### src/hw/rtl/dtu_pkg.sv
// ----------------------------------------------------------------------------
// dtu_pkg
// Shared types, constants and lookup tables of the dictionary text decoder.
// ----------------------------------------------------------------------------
package dtu_pkg;

  typedef struct packed {
    logic [7:0] byte_in;
    logic       end_of_string;
  } in_t;

  typedef struct packed {
    logic [15:0] code_point;
    logic [1:0]  error_code;
    logic        last_out;
  } out_t;

  typedef struct packed {
    logic produce;
    out_t data;
  } res_t;

  localparam logic [1:0] ERR_OK    = 2'd0;
  localparam logic [1:0] ERR_BAD   = 2'd1;
  localparam logic [1:0] ERR_TRUNC = 2'd2;

  localparam logic [7:0] LEAD_MIN   = 8'ha0;
  localparam logic [7:0] LEAD_TWO   = 8'hf6;
  localparam logic [7:0] LEAD_THREE = 8'hfc;
  localparam logic [7:0] ROW_MIN    = 8'ha1;

  localparam logic [7:0]  TRAIL_BIAS    = 8'h21;
  localparam logic [7:0]  TRAIL_SPAN    = 8'h5e;
  localparam logic [15:0] ROW_OFFSET    = 16'h5edf;
  localparam logic [15:0] ROW_STRIDE    = 16'h00be;
  localparam logic [15:0] LINEAR_BASE   = 16'h0100;

  localparam logic [15:0] IDX_NBSP      = 16'h25ff;
  localparam logic [15:0] IDX_FIG_DASH  = 16'h25fe;
  localparam logic [15:0] IDX_EM_DASH   = 16'h25fd;
  localparam logic [15:0] IDX_TIE       = 16'h036e;
  localparam logic [15:0] IDX_NULL      = 16'h036f;
  localparam logic [15:0] ROM_BASE      = 16'h0203;
  localparam logic [15:0] ROM_LAST      = 16'h0041;

  localparam logic [15:0] CP_NBSP       = 16'h00a0;
  localparam logic [15:0] CP_FIG_DASH   = 16'h2012;
  localparam logic [15:0] CP_EM_DASH    = 16'h2014;
  localparam logic [15:0] CP_TIE        = 16'h035c;

  localparam logic [15:0] CP_BACKSLASH  = 16'h005c;
  localparam logic [15:0] CP_UPPER_S    = 16'h0053;
  localparam logic [15:0] CP_LBRACE     = 16'h007b;
  localparam logic [15:0] CP_RBRACE     = 16'h007d;

  function automatic logic [15:0] glyph_rom(input logic [6:0] addr);
    logic [15:0] v;
    case (addr)
      7'd0:  v = 16'h2992;  7'd1:  v = 16'h2694;  7'd2:  v = 16'h0000;
      7'd3:  v = 16'h0294;  7'd4:  v = 16'h00ae;  7'd5:  v = 16'h2655;
      7'd6:  v = 16'h26ae;  7'd7:  v = 16'h26ad;  7'd8:  v = 16'h007e;
      7'd9:  v = 16'h0000;  7'd10: v = 16'h020d;  7'd11: v = 16'h020e;
      7'd12: v = 16'h020f;  7'd13: v = 16'h0210;  7'd14: v = 16'h00e6;
      7'd15: v = 16'h00e7;  7'd16: v = 16'h00f0;  7'd17: v = 16'h00f8;
      7'd18: v = 16'h0127;  7'd19: v = 16'h014b;  7'd20: v = 16'h0153;
      7'd21: v = 16'h03b2;  7'd22: v = 16'h03b8;  7'd23: v = 16'h0111;
      7'd24: v = 16'h0180;  7'd25: v = 16'h021c;  7'd26: v = 16'h0195;
      7'd27: v = 16'h021e;  7'd28: v = 16'h021f;  7'd29: v = 16'h0220;
      7'd30: v = 16'h0061;  7'd31: v = 16'h0062;  7'd32: v = 16'h0063;
      7'd33: v = 16'h0064;  7'd34: v = 16'h0065;  7'd35: v = 16'h0066;
      7'd36: v = 16'h0067;  7'd37: v = 16'h0068;  7'd38: v = 16'h0069;
      7'd39: v = 16'h006a;  7'd40: v = 16'h006b;  7'd41: v = 16'h006c;
      7'd42: v = 16'h006d;  7'd43: v = 16'h006e;  7'd44: v = 16'h006f;
      7'd45: v = 16'h0070;  7'd46: v = 16'h0071;  7'd47: v = 16'h0072;
      7'd48: v = 16'h0073;  7'd49: v = 16'h0074;  7'd50: v = 16'h0075;
      7'd51: v = 16'h0076;  7'd52: v = 16'h0077;  7'd53: v = 16'h0078;
      7'd54: v = 16'h0079;  7'd55: v = 16'h007a;  7'd56: v = 16'h023b;
      7'd57: v = 16'h023c;  7'd58: v = 16'h023d;  7'd59: v = 16'h023e;
      7'd60: v = 16'h023f;  7'd61: v = 16'h0240;  7'd62: v = 16'h0241;
      7'd63: v = 16'h0242;  7'd64: v = 16'h0152;  7'd65: v = 16'h0153;
      default: v = 16'h0000;
    endcase
    return v;
  endfunction

  function automatic logic [15:0] cp1252_high(input logic [4:0] addr);
    logic [15:0] v;
    case (addr)
      5'd0:  v = 16'h20ac;  5'd1:  v = 16'h0081;  5'd2:  v = 16'h201a;
      5'd3:  v = 16'h0192;  5'd4:  v = 16'h201e;  5'd5:  v = 16'h2026;
      5'd6:  v = 16'h2020;  5'd7:  v = 16'h2021;  5'd8:  v = 16'h02c6;
      5'd9:  v = 16'h2030;  5'd10: v = 16'h0160;  5'd11: v = 16'h2039;
      5'd12: v = 16'h0152;  5'd13: v = 16'h008d;  5'd14: v = 16'h017d;
      5'd15: v = 16'h008f;  5'd16: v = 16'h0090;  5'd17: v = 16'h2018;
      5'd18: v = 16'h2019;  5'd19: v = 16'h201c;  5'd20: v = 16'h201d;
      5'd21: v = 16'h2022;  5'd22: v = 16'h2013;  5'd23: v = 16'h2014;
      5'd24: v = 16'h02dc;  5'd25: v = 16'h2122;  5'd26: v = 16'h0161;
      5'd27: v = 16'h203a;  5'd28: v = 16'h0153;  5'd29: v = 16'h009d;
      5'd30: v = 16'h017e;  5'd31: v = 16'h0178;
      default: v = 16'h0000;
    endcase
    return v;
  endfunction

endpackage

### src/hw/rtl/dtu_decode.sv
// ----------------------------------------------------------------------------
// dtu_decode
// Maps one complete character value (a single byte, or lead and trail byte) to a code point.
// ----------------------------------------------------------------------------
module dtu_decode (
  input  logic [15:0] char_val,
  output logic [15:0] code_point
);
  import dtu_pkg::*;

  logic [7:0]  lead;
  logic [7:0]  trail;
  logic [7:0]  col_a;
  logic [7:0]  col;
  logic [15:0] row_sum;
  logic [15:0] row_prod;
  logic [15:0] idx_lin;
  logic [15:0] idx;
  logic [15:0] rom_off;
  logic [15:0] mid;

  assign lead  = char_val[15:8];
  assign trail = char_val[7:0];

  // row and column of a two byte glyph
  assign col_a    = trail - TRAIL_BIAS;
  assign col      = (col_a > TRAIL_SPAN) ? (col_a - TRAIL_BIAS) : col_a;
  assign row_sum  = char_val + ROW_OFFSET;
  assign row_prod = {8'h00, row_sum[15:8]} * ROW_STRIDE;
  assign idx_lin  = row_prod + {8'h00, col} + LINEAR_BASE;

  assign idx     = (lead < ROW_MIN) ? {8'h00, trail} : idx_lin;
  assign rom_off = idx - ROM_BASE;

  always_comb begin
    if (idx == IDX_NBSP) begin
      mid = CP_NBSP;
    end else if (idx == IDX_FIG_DASH) begin
      mid = CP_FIG_DASH;
    end else if (idx == IDX_EM_DASH) begin
      mid = CP_EM_DASH;
    end else if (rom_off <= ROM_LAST) begin
      mid = glyph_rom(rom_off[6:0]);
    end else if (idx == IDX_TIE) begin
      mid = CP_TIE;
    end else if (idx == IDX_NULL) begin
      mid = 16'h0000;
    end else begin
      mid = idx;
    end
  end

  // windows-1252 upper control range
  assign code_point = (mid[15:5] == 11'b000_0000_0100) ? cp1252_high(mid[4:0]) : mid;

endmodule

### src/hw/rtl/dtu_ctrl.sv
// ----------------------------------------------------------------------------
// dtu_ctrl
// Per-string state: character gathering, raw passthrough, error dropping.
// ----------------------------------------------------------------------------
module dtu_ctrl (
  input  logic         clk,
  input  logic         rst_n,
  input  logic         step,
  input  dtu_pkg::in_t item,
  output dtu_pkg::res_t res
);
  import dtu_pkg::*;

  logic [1:0]  need_r, need_nxt;
  logic [7:0]  lead_r, lead_nxt;
  logic        raw_r, raw_nxt;
  logic        bs_r, bs_nxt;
  logic        bss_r, bss_nxt;
  logic        failed_r, failed_nxt;

  logic [7:0]  b;
  logic        last;
  logic [1:0]  need_dec;
  logic [15:0] dec_val;
  logic [15:0] dec_cp;
  logic [15:0] cp;
  logic        emit_cp;
  logic        clear;

  assign b        = item.byte_in;
  assign last     = item.end_of_string;
  assign need_dec = need_r - 2'd1;
  assign dec_val  = (need_r == 2'd0) ? {8'h00, b} : {lead_r, b};

  dtu_decode u_decode (
    .char_val   (dec_val),
    .code_point (dec_cp)
  );

  always_comb begin
    need_nxt   = need_r;
    lead_nxt   = lead_r;
    raw_nxt    = raw_r;
    bs_nxt     = bs_r;
    bss_nxt    = bss_r;
    failed_nxt = failed_r;
    res        = '0;
    res.data.last_out = last;
    emit_cp    = 1'b0;
    cp         = dec_cp;
    clear      = last;

    if (failed_r) begin
      res.produce = 1'b0;
    end else if (raw_r) begin
      cp      = {8'h00, b};
      emit_cp = 1'b1;
    end else if (need_r == 2'd0) begin
      if (b < LEAD_MIN) begin
        emit_cp = 1'b1;
      end else begin
        lead_nxt = b;
        need_nxt = (b >= LEAD_THREE) ? 2'd3 : ((b >= LEAD_TWO) ? 2'd2 : 2'd1);
        if (last) begin
          res.produce         = 1'b1;
          res.data.error_code = ERR_TRUNC;
        end
      end
    end else if (need_dec != 2'd0) begin
      need_nxt = need_dec;
      if (last) begin
        res.produce         = 1'b1;
        res.data.error_code = ERR_TRUNC;
      end
    end else begin
      need_nxt = 2'd0;
      if (lead_r >= LEAD_TWO) begin
        res.produce         = 1'b1;
        res.data.error_code = ERR_BAD;
        failed_nxt          = !last;
      end else begin
        emit_cp = 1'b1;
      end
    end

    if (emit_cp) begin
      if (cp == CP_RBRACE) begin
        raw_nxt = 1'b0;
      end
      if (cp == CP_LBRACE && bss_r) begin
        raw_nxt = 1'b1;
      end
      bss_nxt             = bs_r && (cp == CP_UPPER_S);
      bs_nxt              = (cp == CP_BACKSLASH);
      res.produce         = 1'b1;
      res.data.code_point = cp;
      res.data.error_code = ERR_OK;
    end

    // end of string returns all state to idle
    if (clear) begin
      need_nxt   = 2'd0;
      raw_nxt    = 1'b0;
      bs_nxt     = 1'b0;
      bss_nxt    = 1'b0;
      failed_nxt = 1'b0;
    end
  end

  always_ff @(posedge clk) begin
    if (!rst_n) begin
      need_r   <= 2'd0;
      raw_r    <= 1'b0;
      bs_r     <= 1'b0;
      bss_r    <= 1'b0;
      failed_r <= 1'b0;
    end else if (step) begin
      need_r   <= need_nxt;
      raw_r    <= raw_nxt;
      bs_r     <= bs_nxt;
      bss_r    <= bss_nxt;
      failed_r <= failed_nxt;
    end
  end

  always_ff @(posedge clk) begin
    if (step) begin
      lead_r <= lead_nxt;
    end
  end

endmodule

### src/hw/rtl/dictionary_text_to_unicode.sv
// ----------------------------------------------------------------------------
// dictionary_text_to_unicode
// Decodes encoded dictionary string bytes into one code point per character.
// ----------------------------------------------------------------------------
//   channel | ports                          | carries
//   in      | in_valid in_stall in_data      | byte_in, end_of_string
//   out     | out_valid out_stall out_data   | code_point, error_code, last_out
//
// one byte per cycle sustained while no result waits on out_stall
// the input register feeds the decode and state update, the result register
// holds the code point until the out transaction
// synchronous reset returns all string state to idle; no clearing pass
// a byte that gives no result never waits on out_stall
// ----------------------------------------------------------------------------
module dictionary_text_to_unicode (
  input  logic          clk,
  input  logic          rst_n,
  input  logic          in_valid,
  output logic          in_stall,
  input  dtu_pkg::in_t  in_data,
  output logic          out_valid,
  input  logic          out_stall,
  output dtu_pkg::out_t out_data
);
  import dtu_pkg::*;

  logic s1_valid_r, s1_valid_nxt;
  in_t  s1_data_r;
  logic out_valid_r, out_valid_nxt;
  out_t out_data_r;

  res_t res;
  logic out_free;
  logic s1_adv;
  logic in_take;

  assign out_free = !out_valid_r || !out_stall;
  assign s1_adv   = s1_valid_r && (!res.produce || out_free);
  assign in_stall = s1_valid_r && !s1_adv;
  assign in_take  = in_valid && !in_stall;

  dtu_ctrl u_ctrl (
    .clk   (clk),
    .rst_n (rst_n),
    .step  (s1_adv),
    .item  (s1_data_r),
    .res   (res)
  );

  always_comb begin
    s1_valid_nxt = s1_valid_r;
    if (in_take) begin
      s1_valid_nxt = 1'b1;
    end else if (s1_adv) begin
      s1_valid_nxt = 1'b0;
    end

    out_valid_nxt = out_valid_r;
    if (s1_adv && res.produce) begin
      out_valid_nxt = 1'b1;
    end else if (!out_stall) begin
      out_valid_nxt = 1'b0;
    end
  end

  always_ff @(posedge clk) begin
    if (!rst_n) begin
      s1_valid_r  <= 1'b0;
      out_valid_r <= 1'b0;
    end else begin
      s1_valid_r  <= s1_valid_nxt;
      out_valid_r <= out_valid_nxt;
    end
  end

  always_ff @(posedge clk) begin
    if (in_take) begin
      s1_data_r <= in_data;
    end
    if (s1_adv && res.produce) begin
      out_data_r <= res.data;
    end
  end

  assign out_valid = out_valid_r;
  assign out_data  = out_data_r;

endmodule

### config.mk
export PLATFORM = sky130hd
export DESIGN_NAME = dictionary_text_to_unicode
export DESIGN_NICKNAME = d
export VERILOG_FILES = /design/src/hw/rtl/dtu_pkg.sv /design/src/hw/rtl/dtu_decode.sv /design/src/hw/rtl/dtu_ctrl.sv /design/src/hw/rtl/dictionary_text_to_unicode.sv
export SDC_FILE = /design/constraint.sdc
export NUM_CORES = 1
export LEC_CHECK = 0
export BUFFER_PORTS_ARGS = -buffer_cell sky130_fd_sc_hd__buf_2
export CAP_MARGIN = 20
export CELL_PAD_IN_SITES_DETAIL_PLACEMENT = 1
export CELL_PAD_IN_SITES_GLOBAL_PLACEMENT = 1
export CORE_AREA = 8 8 152 118
export CTS_CLUSTER_SIZE = 8
export DETAILED_ROUTE_END_ITERATION = 6
export DIE_AREA = 0 0 160 126
export GPL_TIMING_DRIVEN = 0
export PLACE_DENSITY = 0.92
export SYNTH_ARGS = -nofsm -noshare
export SYNTH_HDL_FRONTEND = slang
export SYNTH_SLANG_ARGS = --single-unit
### constraint.sdc
create_clock -name clk -period 19.2 [get_ports clk]
set_input_delay 0 -clock clk [delete_from_list [all_inputs] [get_ports clk]]
set_output_delay 0 -clock clk [all_outputs]
set_load 0.05 [all_outputs]
== After elaboration in Yosys (flattened, before gate mapping) ==
Memory sizes are Yosys's and may differ from the RTL's.
Index checks and enable logic that the tools add are counted.

* Muxes and demuxes: 59
* Reductions and logical operators: 24
* Eq/ne operators: 14
* $lt $le $gt $ge: 7
* Multipliers: 1
* Add/subtract/negate cells: 7
* Bitwise gates (word level): 3

{| class="wikitable"
|+ Operators by type and width
! kind !! count
|-
| 2-to-1 mux 16 bit || 11
|-
| equality test 16 x 7 -> 1 bit, second input constant || 4
|-
| equality test 16 x 14 -> 1 bit, second input constant || 3
|-
| equality test 16 x 10 -> 1 bit, second input constant || 2
|-
| 2-to-1 mux 1 bit || 32
|-
| 2-to-1 mux 2 bit || 14
|-
| >= comparator 8 bit, second input constant || 3
|-
| 2-to-1 mux 19 bit || 1
|-
| adder 16 x 15 -> 16 bit, second input constant || 1
|-
| adder 16 x 8 -> 16 bit || 1
|-
| adder 16 x 9 -> 16 bit, second input constant || 1
|-
| <= comparator 16 x 7 -> 1 bit, second input constant || 1
|-
| < comparator 8 bit, second input constant || 2
|-
| subtractor 16 x 10 -> 16 bit, second input constant || 1
|-
| subtractor 8 x 6 -> 8 bit, second input constant || 2
|-
| multiplier 8 x 7 -> 15 bit, second input constant || 1
|-
| equality test 11 x 3 -> 1 bit, second input constant || 1
|-
| > comparator 8 x 7 -> 1 bit, second input constant || 1
|-
| 2-to-1 mux 8 bit || 1
|-
| logical AND 1 bit || 6
|-
| logical NOT 1 bit || 6
|-
| nonzero test 2 bit || 3
|-
| AND reduction 5 bit || 1
|-
| inequality test 2 bit, second input constant || 2
|-
| 11 further kinds || 14
|}

* Flip-flop bits (word level): 44
* Memories: 2
* ROM bits: 2016
* Input bits: 13
* Word-level logic and storage cells: 130
* Output and inout port bits: 21

{| class="wikitable"
|+ Memories
! name !! words !! width !! rd ports !! clocked after Yosys merged registers in !! write ports !! RTL line !! text
|-
| (no name shown) || 128 || 13 || 1 || 0 || 0 || dtu_pkg.sv:58 || <nowiki>case (addr)</nowiki>
|-
| (no name shown) || 32 || 11 || 1 || 0 || 0 || dtu_pkg.sv:88 || <nowiki>case (addr)</nowiki>
|}

== Depth between registers and ports, before layout ==
Gate-level depths: netlist of the first run.

* Depth after elaboration: 28
* Depth in mapped cells: 42
* Gate-level depth less buffers: 39

== Cells and area by module ==
Synthesis of the first run repeated with hierarchy kept, for this count alone.

* Cells, all modules: 924
* Area, all modules: 7399.6 um^2

{| class="wikitable"
|+ By module, submodules not included
! module !! times used !! cells each !! area an instance (um^2) !! seq. area each (um^2)
|-
| dtu_decode || 1 || 738 || 5267.6 || 0.0
|-
| dtu_ctrl || 1 || 147 || 1196.1 || 360.3
|-
| dictionary_text_to_unicode || 1 || 39 || 935.9 || 880.8
|}

== Worst setup path after synthesis of the first run ==
OpenSTA, ideal clock, no wires.

* Kind: flip-flop to flip-flop
* Start: reg s1_data_r[1] in the netlist's numbering
* End: reg u_ctrl.raw_r
* Stages on the path, launching flop included: 39
* Setup slack: 9.410 ns
* Required time: 19.080 ns
* Arrival: 9.670 ns
* Library setup time: 0.120 ns
* Period minus slack after synthesis: 9.790 ns
* Buffers on the path: 2
* Path through: edfxtp_1 buf_1 inv_1 ha_1 or4b_1 a211oi_1 nor2b_1 o41ai_1 o211ai_1 fa_1 ha_1 inv_1 fa_1 fa_1 inv_1 ha_1 a21oi_1 xnor2_1 [... 3 more ...] nand4_1 o21a_1 o311ai_0 a31oi_1 nor3_4 and4_1 buf_2 o211ai_1 o221ai_1 inv_1 ha_1 inv_1 nor4_1 or4_1 o41ai_2 and3_1 o211ai_1 a211o_1

* Word-level cells in the longest chain between the ends: 23
* Elaborated cells on any way between the ends: 51
* Those cells by class: add/sub: 6; mul: 1; order compare: 3; eq/ne: 8; mux: 24; reduce/logical: 7; memory: 2

{| class="wikitable"
|+ RTL lines
! what !! RTL line !! text
|-
| from (decl) || dictionary_text_to_unicode.sv:28 || <nowiki>in_t s1_data_r;</nowiki>
|-
| from (signal assigned) || dictionary_text_to_unicode.sv:78 || <nowiki>s1_data_r <= in_data;</nowiki>
|-
| parallel branches: the longest is 23 deep, another holds adder 16 x 15 -> 16 bit || -- ||
|-
| to (signal assigned) || dtu_ctrl.sv:119 || <nowiki>raw_r <= raw_nxt;</nowiki>
|-
| to (decl) || dtu_ctrl.sv:16 || <nowiki>logic raw_r, raw_nxt;</nowiki>
|}

Several ways; the timed one is not identified. The select of a mux whose other input is x is not followed.
A chain may end at the register's enable or synchronous reset.

== Worst setup path after layout of the first run ==
Ends and elaborated chain as after synthesis.

==> results of run 1 <==
per-layer routing:
metal | track usage | part of all wire
met4 | 0.146 | 0.045
met3 | 0.0794 | 0.11
met1 | 0.412 | 0.40
met5 | 0 | 0
met2 | 0.527 | 0.45
synth_stat cells, types with 16 or more instances:
library cell	instances
nor2_1	82
nand2_1	81
ha_1	72
a21oi_1	57
inv_1	55
nor3_1	41
o21ai_0	39
edfxtp_1	36
nand3_1	28
o211ai_1	27
xnor2_1	25
clkbuf_1	22
fa_1	21
a21o_1	18
and3_1	18
nand4_1	18
nor4_1	18
buf_2	16
final timing paths:
check,startpoint,endpoint,slack [ns],cells past startpoint
worst min-delay path,out_stall,out_valid$_SDFFE_PN0P_,0.03,3
worst min register to register,s1_data_r[8]$_DFFE_PP_,u_ctrl.lead_r[7]$_DFFE_PP_,0.46,0
worst max register to register,s1_data_r[1]$_DFFE_PP_,u_ctrl.raw_r$_SDFFE_PN0P_,6.77,38
worst max-delay path,s1_data_r[1]$_DFFE_PP_,u_ctrl.raw_r$_SDFFE_PN0P_,6.77,38
metrics by stage:
step	hold WS [ns]	setup WS (ns)
2_1_floorplan	0.0989	9.41
3_3_place_gp	0.177	7.52
3_5_place_dp	0.179	6.70
4_1_cts	0.0258	6.68
5_1_grt	0.0531	6.13
6_report	0.0309	6.77
state kept, by name, summed over array words and instances, names as in the netlist:
name             flops
s1_data_r            9
s1_valid_r           1
out_valid            1
out_data            19
u_ctrl.raw_r         1
u_ctrl.bs_r          1
u_ctrl.failed_r      1
u_ctrl.lead_r        8
u_ctrl.need_r        2
u_ctrl.bss_r         1
critical path: cells and delay by family (launching register included):
kind                       cells  cell delay (ns)
buffers and inverters          7             1.42
adders and majority gates      8             3.22
xor gates and xnor gates       2             0.45
AOI/OAI and AO/OA             11             3.50
DFF                            1             0.52
and+or+nand+nor               10             3.23
cells by family (layout without fill, tap and decap cells):
family | Yosys count | in the layout | share of synthesized area
AO/OA/AOI/OAI | 317 | 317 | 0.290
XOR/XNOR | 41 | 41 | 0.0456
adder cells (fa/ha/maj) | 93 | 93 | 0.164
buffers and inverters | 111 | 162 | 0.0613
flip-flops | 44 | 44 | 0.154
multiplexers | 17 | 17 | 0.0237
other | 0 | 1 | 0
AND/OR/NAND/NOR | 391 | 391 | 0.261
report_power, final:
part	internal [uW]	leakage (uW)	switching (uW)	total, uW
logic	174	0.00299	360	534
clock network	65.4	0.0000871	43.1	108
registers	108	0.000403	3.70	112
cell type report:
type                       instances  share of cell area
buffer                            54              0.0319
inverter                          57              0.0244
sequential                        44               0.142
antenna                            1            0.000286
tap                              210              0.0300
timing repair buffer              43              0.0303
clock buffer                       6              0.0159
clock inverter                     2             0.00443
multi-input combinational        859               0.721
==> impl_metrics.tcl, run 1 <==
set metrics [dict create \
    layout_commonest_cell "nor2_1" \
    power_leakage_uw 0.00348 \
    critPathMaxFanout 10 \
    finalSetupViolCount 0 \
    tns_ns 0 \
    synth.distinct_cells 105 \
    grt_max_degree 21 \
    worstSetupEndpointType "flop" \
    tightest_slew_ns 1.17 \
    core_mm2 0.0156 \
    ys_top_cells_by_area "edfxtp_1 13%, ha_1 11%, fa_1 5.2%" \
    final_antenna_net_count 0 \
    track_usage 0.328 \
    place_area_mm2 0.00847 \
    max_slew_margin 0.217 \
    final_cell_mix "82 x nor2_1, 81 x nand2_1, 72 x ha_1, 57 x a21oi_1, 55 x inv_1" \
    hp-class "input port to flop" \
    fin_util 0.561 \
    fmax_ghz 0.0804 \
    synth_top_area_cell "edfxtp_1" \
    wl_um 34100 \
    drc 0 \
    cts_buffers 5 \
    yosys_warnings 0 \
    avgRoutedWirePerCell_um 26.7 \
    netlist_area_mm2 0.00804 \
    avgViaCountPerCell 7.16 \
    start_util 0.515 \
    drt_first_iter_violations 1156 \
    cp.required_ns 19.39 \
    drive_gt1_frac 0.114 \
    grt_pass1_wl_um 53700 \
    fp.dieH_um 126 \
    synth-seq-cells 44 \
    synth-async-reset-ratio 0 \
    multi_input_area_mm2 0.00631 \
    postCtsHoldBufs 10 \
    portBuffers 32 \
    tritoncts "yes" \
    synth_top_area_share 0.134 \
    fin_crit_ns 12.43 \
    ir_drop_uv 60.7 \
    antenna_found_initial 1 \
    cts.sinks 44 \
    grt_pass1_vias 9422 \
    grt_setup_unrepaired "false" \
    filler_cell_count 1989 \
    ys.flop_type "edfxtp_1" \
    final_nets 1170 \
    clock_latency_ns 0.30 \
    start_kind "flop" \
    post_cts_buffers 0 \
    die_x_um 160 \
    status "completed" \
    syn_avg_cell_area_um2 7.93 \
    cp.arrival_ns 12.62 \
    finClkSkew_ns 0.00478 \
    synth_edf_count 36 \
    p_per_area_mw_per_mm2 86.2 \
    htreeDepth 2 \
    syn_inst 1014 \
    max-cap-violations 0 \
    pin_count 34 \
    first_pass_iters 6 \
    seq_area_frac_synth 0.154 \
    fin_cells 1276 \
    syn2layout_area_growth_pct 8.89 \
    clockBufferDepth 2 \
    fin_crit_sh 0.648 \
    path_common_cell "ha_1" \
    critPathMaxStageDelay_ns 0.70 \
    cts-root-buf "clkbuf_16" \
    vias 9138 \
    num_rows 40 \
    slew_violations 0 \
    final_area_mm2 0.00875 \
    path_clk_slew_ns 0.07 \
    hold_viol 0 \
    cts_resized 0 \
    total_power_uw 755 \
    dieArea_mm2 0.0202 \
    syn_nets 1120 \
    gp_congestion 1.02 \
    register_area_mm2 0.00124 \
    cpMaxStageDelayCell "nor3_1" \
    grt_overflow 0 \
    dp_cells 1256 \
    path_class "flop to flop" \
    dpl.hpwl_um 25500 \
]
No activity file was read; power rests on OpenSTA's default activity.
==> inputs of run 2 (changes only) <==
--- a/config.mk
+++ b/config.mk
@@ -9,12 +9,12 @@
 export CAP_MARGIN = 20
 export CELL_PAD_IN_SITES_DETAIL_PLACEMENT = 1
 export CELL_PAD_IN_SITES_GLOBAL_PLACEMENT = 1
-export CORE_AREA = 8 8 152 118
+export CORE_AREA = 8 8 157 122
 export CTS_CLUSTER_SIZE = 8
 export DETAILED_ROUTE_END_ITERATION = 6
-export DIE_AREA = 0 0 160 126
+export DIE_AREA = 0 0 165 130
 export GPL_TIMING_DRIVEN = 0
-export PLACE_DENSITY = 0.92
+export PLACE_DENSITY = 0.87
 export SYNTH_ARGS = -nofsm -noshare
 export SYNTH_HDL_FRONTEND = slang
 export SYNTH_SLANG_ARGS = --single-unit
==> constraint.sdc (replaced) <==
create_clock -name clk -period 12.8 [get_ports clk]
set_input_delay 0 -clock clk [delete_from_list [all_inputs] [get_ports clk]]
set_output_delay 0 -clock clk [all_outputs]
set_load 0.05 [all_outputs]
==> run 2 against run 1 <==
  * Critical path depth decreased by 1
  * Critical path type unchanged
  * Cell count increased by 0.55%
  * First-iteration DRC count decreased by 14%
  * Largest power group unchanged
  * Combinational power increased by 46%
==> impl_metrics.tcl, run 2 (synthesis results as in run 1) <==
set metrics [dict create \
    status "completed" \
    grt_setup_unrepaired "false" \
    drt_first_iter_violations 998 \
    wl_um 31300 \
    place_area_mm2 0.00848 \
    holdPathEnd "s1_valid_r$_SDFFE_PN0P_" \
    dieArea_mm2 0.0215 \
    grt_max_degree 21 \
    finalSetupViolCount 0 \
    start_kind "flop" \
    cp.arrival_ns 12.32 \
    final_cell_mix "82 x nor2_1, 81 x nand2_1, 72 x ha_1, 57 x a21oi_1, 55 x inv_1" \
    drive_gt1_frac 0.115 \
    final_nets 1172 \
    layout_commonest_cell "nor2_1" \
    gp_congestion 1.01 \
    finClkSkew_ns 0.00876 \
    cp.required_ns 13.00 \
    path_clk_slew_ns 0.07 \
    worstSetupEndpointType "flop" \
    p_per_area_mw_per_mm2 126 \
    hold_viol 0 \
    critPathMaxStageDelay_ns 0.57 \
    die_x_um 165 \
    start_util 0.485 \
    hp-class "input port to flop" \
    cts.sinks 44 \
    worstRegToRegCells 37 \
    r2r_end "u_ctrl.raw_r$_SDFFE_PN0P_" \
    worstReg2RegStart "s1_data_r[1]$_DFFE_PP_" \
    pin_count 34 \
    syn2layout_area_growth_pct 9.14 \
    fp.dieH_um 130 \
    total_power_uw 1110 \
    final_antenna_net_count 0 \
    final_area_mm2 0.00877 \
    tightest_slew_ns 1.13 \
    wl_met1_um 13500 \
    worst_slack_ns 0.680 \
    tns_ns 0 \
    holdPathStages 2 \
    drc 0 \
    reg2reg_slack_ns 0.68 \
    antenna_found_initial 1 \
    max_slew_margin 0.243 \
    met3_length_um 3310 \
    cpMaxStageDelayCell "o21ai_0" \
    core_mm2 0.0166 \
    htreeDepth 2 \
    ir_drop_uv 84.4 \
    fin_util 0.529 \
    cts-root-buf "clkbuf_16" \
    track_usage 0.291 \
    tritoncts "yes" \
    grt_pass1_vias 8932 \
    dpl.hpwl_um 23600 \
    clock_latency_ns 0.30 \
    vias 8884 \
    slew_violations 0 \
    avgRoutedWirePerCell_um 24.4 \
    max-cap-violations 0 \
    clockBufferDepth 2 \
    grt_pass1_wl_um 49500 \
    num_rows 41 \
    holdCritStartpoint "rst_n" \
    portBuffers 32 \
    routed.top_layer "met4" \
    fin_crit_sh 0.947 \
    power_leakage_uw 0.00349 \
    fmax_ghz 0.0825 \
    largest_reg_flops 19 \
    path_class "flop to flop" \
    grt_overflow 0 \
    filler_cell_count 2091 \
    avgViaCountPerCell 6.92 \
    dr_wl_met2_um 13300 \
    critPathMaxFanout 10 \
    fin_crit_ns 12.12 \
    first_pass_iters 6 \
    pre_cts_ws_ns 0.826 \
    cts_buffers 5 \
]
## run 2: area by class of cell
type	count	area (um^2)	area share
Antenna cell	1	2.50	0.000285
Clock inverter	3	46.3	0.00528
Timing Repair Buffer	45	280	0.0319
Sequential cell	44	1240	0.141
Tap cell	215	269	0.0307
Multi-Input combinational cell	859	6320	0.720
Inverter	57	214	0.0244
Buffer	54	279	0.0318
Clock buffer	5	125	0.0143
## run 2: routing by layer
layer	vias to the layer above	track usage
met5	-	0
met1	4327	0.397
met4	0	0.114
li1	3953	-
met3	96	0.0607
met2	508	0.442
## run 2: how the worst max path moves through the flow
stage | startpoint | to | slack (ns) | cells past startpoint
floorplan | s1_data_r[1]$_DFFE_PP_ | u_ctrl.raw_r$_SDFFE_PN0P_ | 3.01 | 38
global placement | s1_data_r[1]$_DFFE_PP_ | u_ctrl.raw_r$_SDFFE_PN0P_ | 1.31 | 38
detailed placement | s1_data_r[1]$_DFFE_PP_ | u_ctrl.raw_r$_SDFFE_PN0P_ | 0.83 | 38
CTS | s1_data_r[1]$_DFFE_PP_ | u_ctrl.raw_r$_SDFFE_PN0P_ | 0.65 | 38
global route | s1_data_r[1]$_DFFE_PP_ | u_ctrl.raw_r$_SDFFE_PN0P_ | 0.003 | 37
finish | s1_data_r[1]$_DFFE_PP_ | u_ctrl.raw_r$_SDFFE_PN0P_ | 0.68 | 37
## run 2: timing repair
action,in CTS,in global routing
buffers inserted,0,0
endpoints found under the hold margin,11,0
gates resized for setup,0,4
setup endpoints to repair,0,3
hold buffers,11,0
## run 2: report_power, final
group | leakage (uW) | internal [uW] | total [uW] | switching, uW
combinational | 0.00300 | 262 | 781 | 518
sequential | 0.000403 | 162 | 168 | 5.55
clock | 0.0000804 | 93.0 | 157 | 63.6
## run 2: worst max-delay path: cells and delay by family (launching register included)
kind                     cells  cell delay [ns]
buffers and inverters        7             1.30
AO/OA/AOI/OAI               14             4.51
adder cells (fa/ha/maj)      7             2.79
XOR/XNOR                     1             0.17
flip-flops                   1             0.52
AND/OR/NAND/NOR              8             2.69
## run 2: through the flow
stage	hold slack [ns]	std cells
floorplan	0.0989	1014
global placement	0.177	1261
detailed placement	0.179	1263
CTS	0.113	1282
global route	0.136	1283
finish	0.104	1283
==> inputs of run 3 (changes only) <==
--- a/config.mk
+++ b/config.mk
@@ -10,11 +10,12 @@
 export CELL_PAD_IN_SITES_DETAIL_PLACEMENT = 1
 export CELL_PAD_IN_SITES_GLOBAL_PLACEMENT = 1
 export CORE_AREA = 8 8 157 122
+export CTS_CLUSTER_DIAMETER = 200
 export CTS_CLUSTER_SIZE = 8
 export DETAILED_ROUTE_END_ITERATION = 6
 export DIE_AREA = 0 0 165 130
 export GPL_TIMING_DRIVEN = 0
-export PLACE_DENSITY = 0.87
+export PLACE_DENSITY_LB_ADDON = 0.1
 export SYNTH_ARGS = -nofsm -noshare
 export SYNTH_HDL_FRONTEND = slang
 export SYNTH_SLANG_ARGS = --single-unit
==> run 3 against run 2 <==
  * The run now ends with negative hold slack left
  * Largest cell class unchanged
  * Die area did not move
  * Highest routed layer unchanged
  * Utilization shrank 0.29 points
  * Register-to-register slack worse by 0.07 ns
  * Largest power group unchanged
==> impl_metrics.tcl, run 3 (synthesis results as in run 1) <==
set metrics [dict create \
    tritoncts "yes" \
    worstSetupEndpointType "flop" \
    start_util 0.485 \
    largest_reg_flops 19 \
    fin_crit_sh 0.952 \
    max_slew_margin 0.324 \
    slew_violations 0 \
    dpl.hpwl_um 23200 \
    grt_setup_unrepaired "false" \
    pwr-share-seq 0.158 \
    die_x_um 165 \
    worstReg2RegStart "s1_data_r[1]$_DFFE_PP_" \
    cp.arrival_ns 12.36 \
    finalSetupViolCount 0 \
    final_nets 1169 \
    gp_congestion 0.983 \
    layout_commonest_cell "nor2_1" \
    p_int_uw 500 \
    power_leakage_uw 0.00346 \
    cts.sinks 44 \
    place_area_mm2 0.00847 \
    cp.required_ns 12.97 \
    path_clk_slew_ns 0.06 \
    holdCritStartpoint "out_stall" \
    path_class "flop to flop" \
    critical_path_buf_inv_count 5 \
    hold_ws_ns -0.000643 \
    portBuffers 32 \
    violations "negative hold slack" \
    fmax_ghz 0.0820 \
    start_kind "flop" \
    post_cts_buffers 0 \
    final_antenna_net_count 0 \
    grt_overflow 0 \
    reg2reg_slack_ns 0.61 \
    max-cap-violations 0 \
    num_rows 41 \
    dieArea_mm2 0.0215 \
    finClkSkew_ns 0.00282 \
    p_clk_frac 0.121 \
    core_mm2 0.0166 \
    avgRoutedWirePerCell_um 23.1 \
    holdPathStages 3 \
    pin_count 34 \
    wl_um 29500 \
    hold_viol 1 \
    worstRegToRegCells 36 \
    r2r_end "u_ctrl.raw_r$_SDFFE_PN0P_" \
    cpLargestDelayFamily "compound AO/OA/AOI/OAI gates" \
    avgViaCountPerCell 6.68 \
    holdPathEnd "out_valid$_SDFFE_PN0P_" \
    cpMaxStageDelayCell "nor4_1" \
    drt_first_iter_violations 635 \
    final_cell_mix "82 x nor2_1, 81 x nand2_1, 72 x ha_1, 57 x a21oi_1, 55 x inv_1" \
    antennaDiodeCount 0 \
    filler_cell_count 2077 \
    path_common_cell "ha_1" \
    final_area_mm2 0.00872 \
    fin_crit_ns 12.19 \
    status "finished with violations" \
    grt_pass1_vias 8643 \
    first_pass_iters 5 \
    drive_gt1_frac 0.112 \
    cts-root-buf "clkbuf_16" \
    vias 8545 \
    critPathMaxFanout 10 \
    clockBufferDepth 2 \
    grt_max_degree 21 \
    clock_latency_ns 0.28 \
    fp.dieH_um 130 \
    p_per_area_mw_per_mm2 122 \
    swShare 0.529 \
    combPwrFrac 0.722 \
    htreeDepth 2 \
    cts_buffers 5 \
    antenna_found_initial 0 \
    p_sw_uw 561 \
    drc 0 \
    critPathMaxStageDelay_ns 0.70 \
    syn2layout_area_growth_pct 8.53 \
    tightest_slew_ns 1.01 \
    tns_ns 0 \
    track_usage 0.275 \
    ir_drop_uv 84.0 \
    hp-class "input port to flop" \
    total_power_uw 1060 \
    grt_pass1_wl_um 47200 \
]
==> run 3: changes by cell type in the layout (fill, tap and decap cells not counted), sizes merged <==
cell and delta:
clkbuf +2, diode -1, buf -2, inv -1, bufinv -1, dlygate4sd3 -1
==> run 3: timing repair <==
item | 4_1_cts | 5_1_grt
hold buffers | 10 | 0
resized for setup | 0 | 1
setup endpoints to repair | 0 | 1
endpoints found under the hold margin | 10 | 0
==> run 3: cell type report <==
cell class / count / area, um^2 / area share
Multi-Input combinational cell: 859 / 6310 / 0.723
Sequential cell: 44 / 1240 / 0.142
Buffer: 54 / 279 / 0.0320
Tap cell: 215 / 269 / 0.0308
Timing Repair Buffer: 42 / 260 / 0.0298
Inverter: 57 / 214 / 0.0245
Clock buffer: 7 / 143 / 0.0163
Clock inverter: 1 / 7.51 / 0.000860
==> run 3: metrics by stage <==
step / util / std cells / worst slack, ns
2_1_floorplan: - / 1014 / 3.01
3_3_place_gp: 0.511 / 1261 / 0.985
3_5_place_dp: 0.511 / 1261 / 0.778
4_1_cts: 0.527 / 1279 / 0.735
5_1_grt: 0.527 / 1279 / 0.0184
6_report: 0.527 / 1279 / 0.612
==> run 3: worst max path at each step <==
| stage | from | end | depth (start not counted) | slack, ns |
|---|---|---|---|---|
| detailed placement | s1_data_r[1]$_DFFE_PP_ | u_ctrl.raw_r$_SDFFE_PN0P_ | 36 | 0.78 |
| global placement | s1_data_r[1]$_DFFE_PP_ | u_ctrl.raw_r$_SDFFE_PN0P_ | 38 | 0.98 |
| finish | s1_data_r[1]$_DFFE_PP_ | u_ctrl.raw_r$_SDFFE_PN0P_ | 36 | 0.61 |
| global route | s1_data_r[1]$_DFFE_PP_ | u_ctrl.raw_r$_SDFFE_PN0P_ | 36 | 0.02 |
| floorplan | s1_data_r[1]$_DFFE_PP_ | u_ctrl.raw_r$_SDFFE_PN0P_ | 38 | 3.01 |
| CTS | s1_data_r[1]$_DFFE_PP_ | u_ctrl.raw_r$_SDFFE_PN0P_ | 36 | 0.74 |
==> run 3: worst register-to-register path: cells and delay by family, from the launching register on <==
kind,cells,cell delay (ns)
xor gates and xnor gates,2,0.32
adders and majority gates,8,3.11
and+or+nand+nor,9,3.28
buffers and inverters,5,0.93
DFF,1,0.53
AOI/OAI and AO/OA,12,3.89
==> run 3: layer usage <==
layer | global-route usage | share of wire | up-vias
met4 | 0.0587 | 0.015 | 0
met5 | 0 | 0 | -
met3 | 0.0730 | 0.11 | 47
li1 | - | - | 3952
met2 | 0.423 | 0.43 | 384
met1 | 0.380 | 0.45 | 4162
==> run 3: power groups by stage <==
stage | clock network (uW) | logic, uW | registers [uW]
finish | 128 | 766 | 167
global placement | 0 | 719 | 170
global route | 136 | 843 | 168
floorplan | 0 | 546 | 180
CTS | 130 | 747 | 167
detailed placement | 0 | 740 | 170
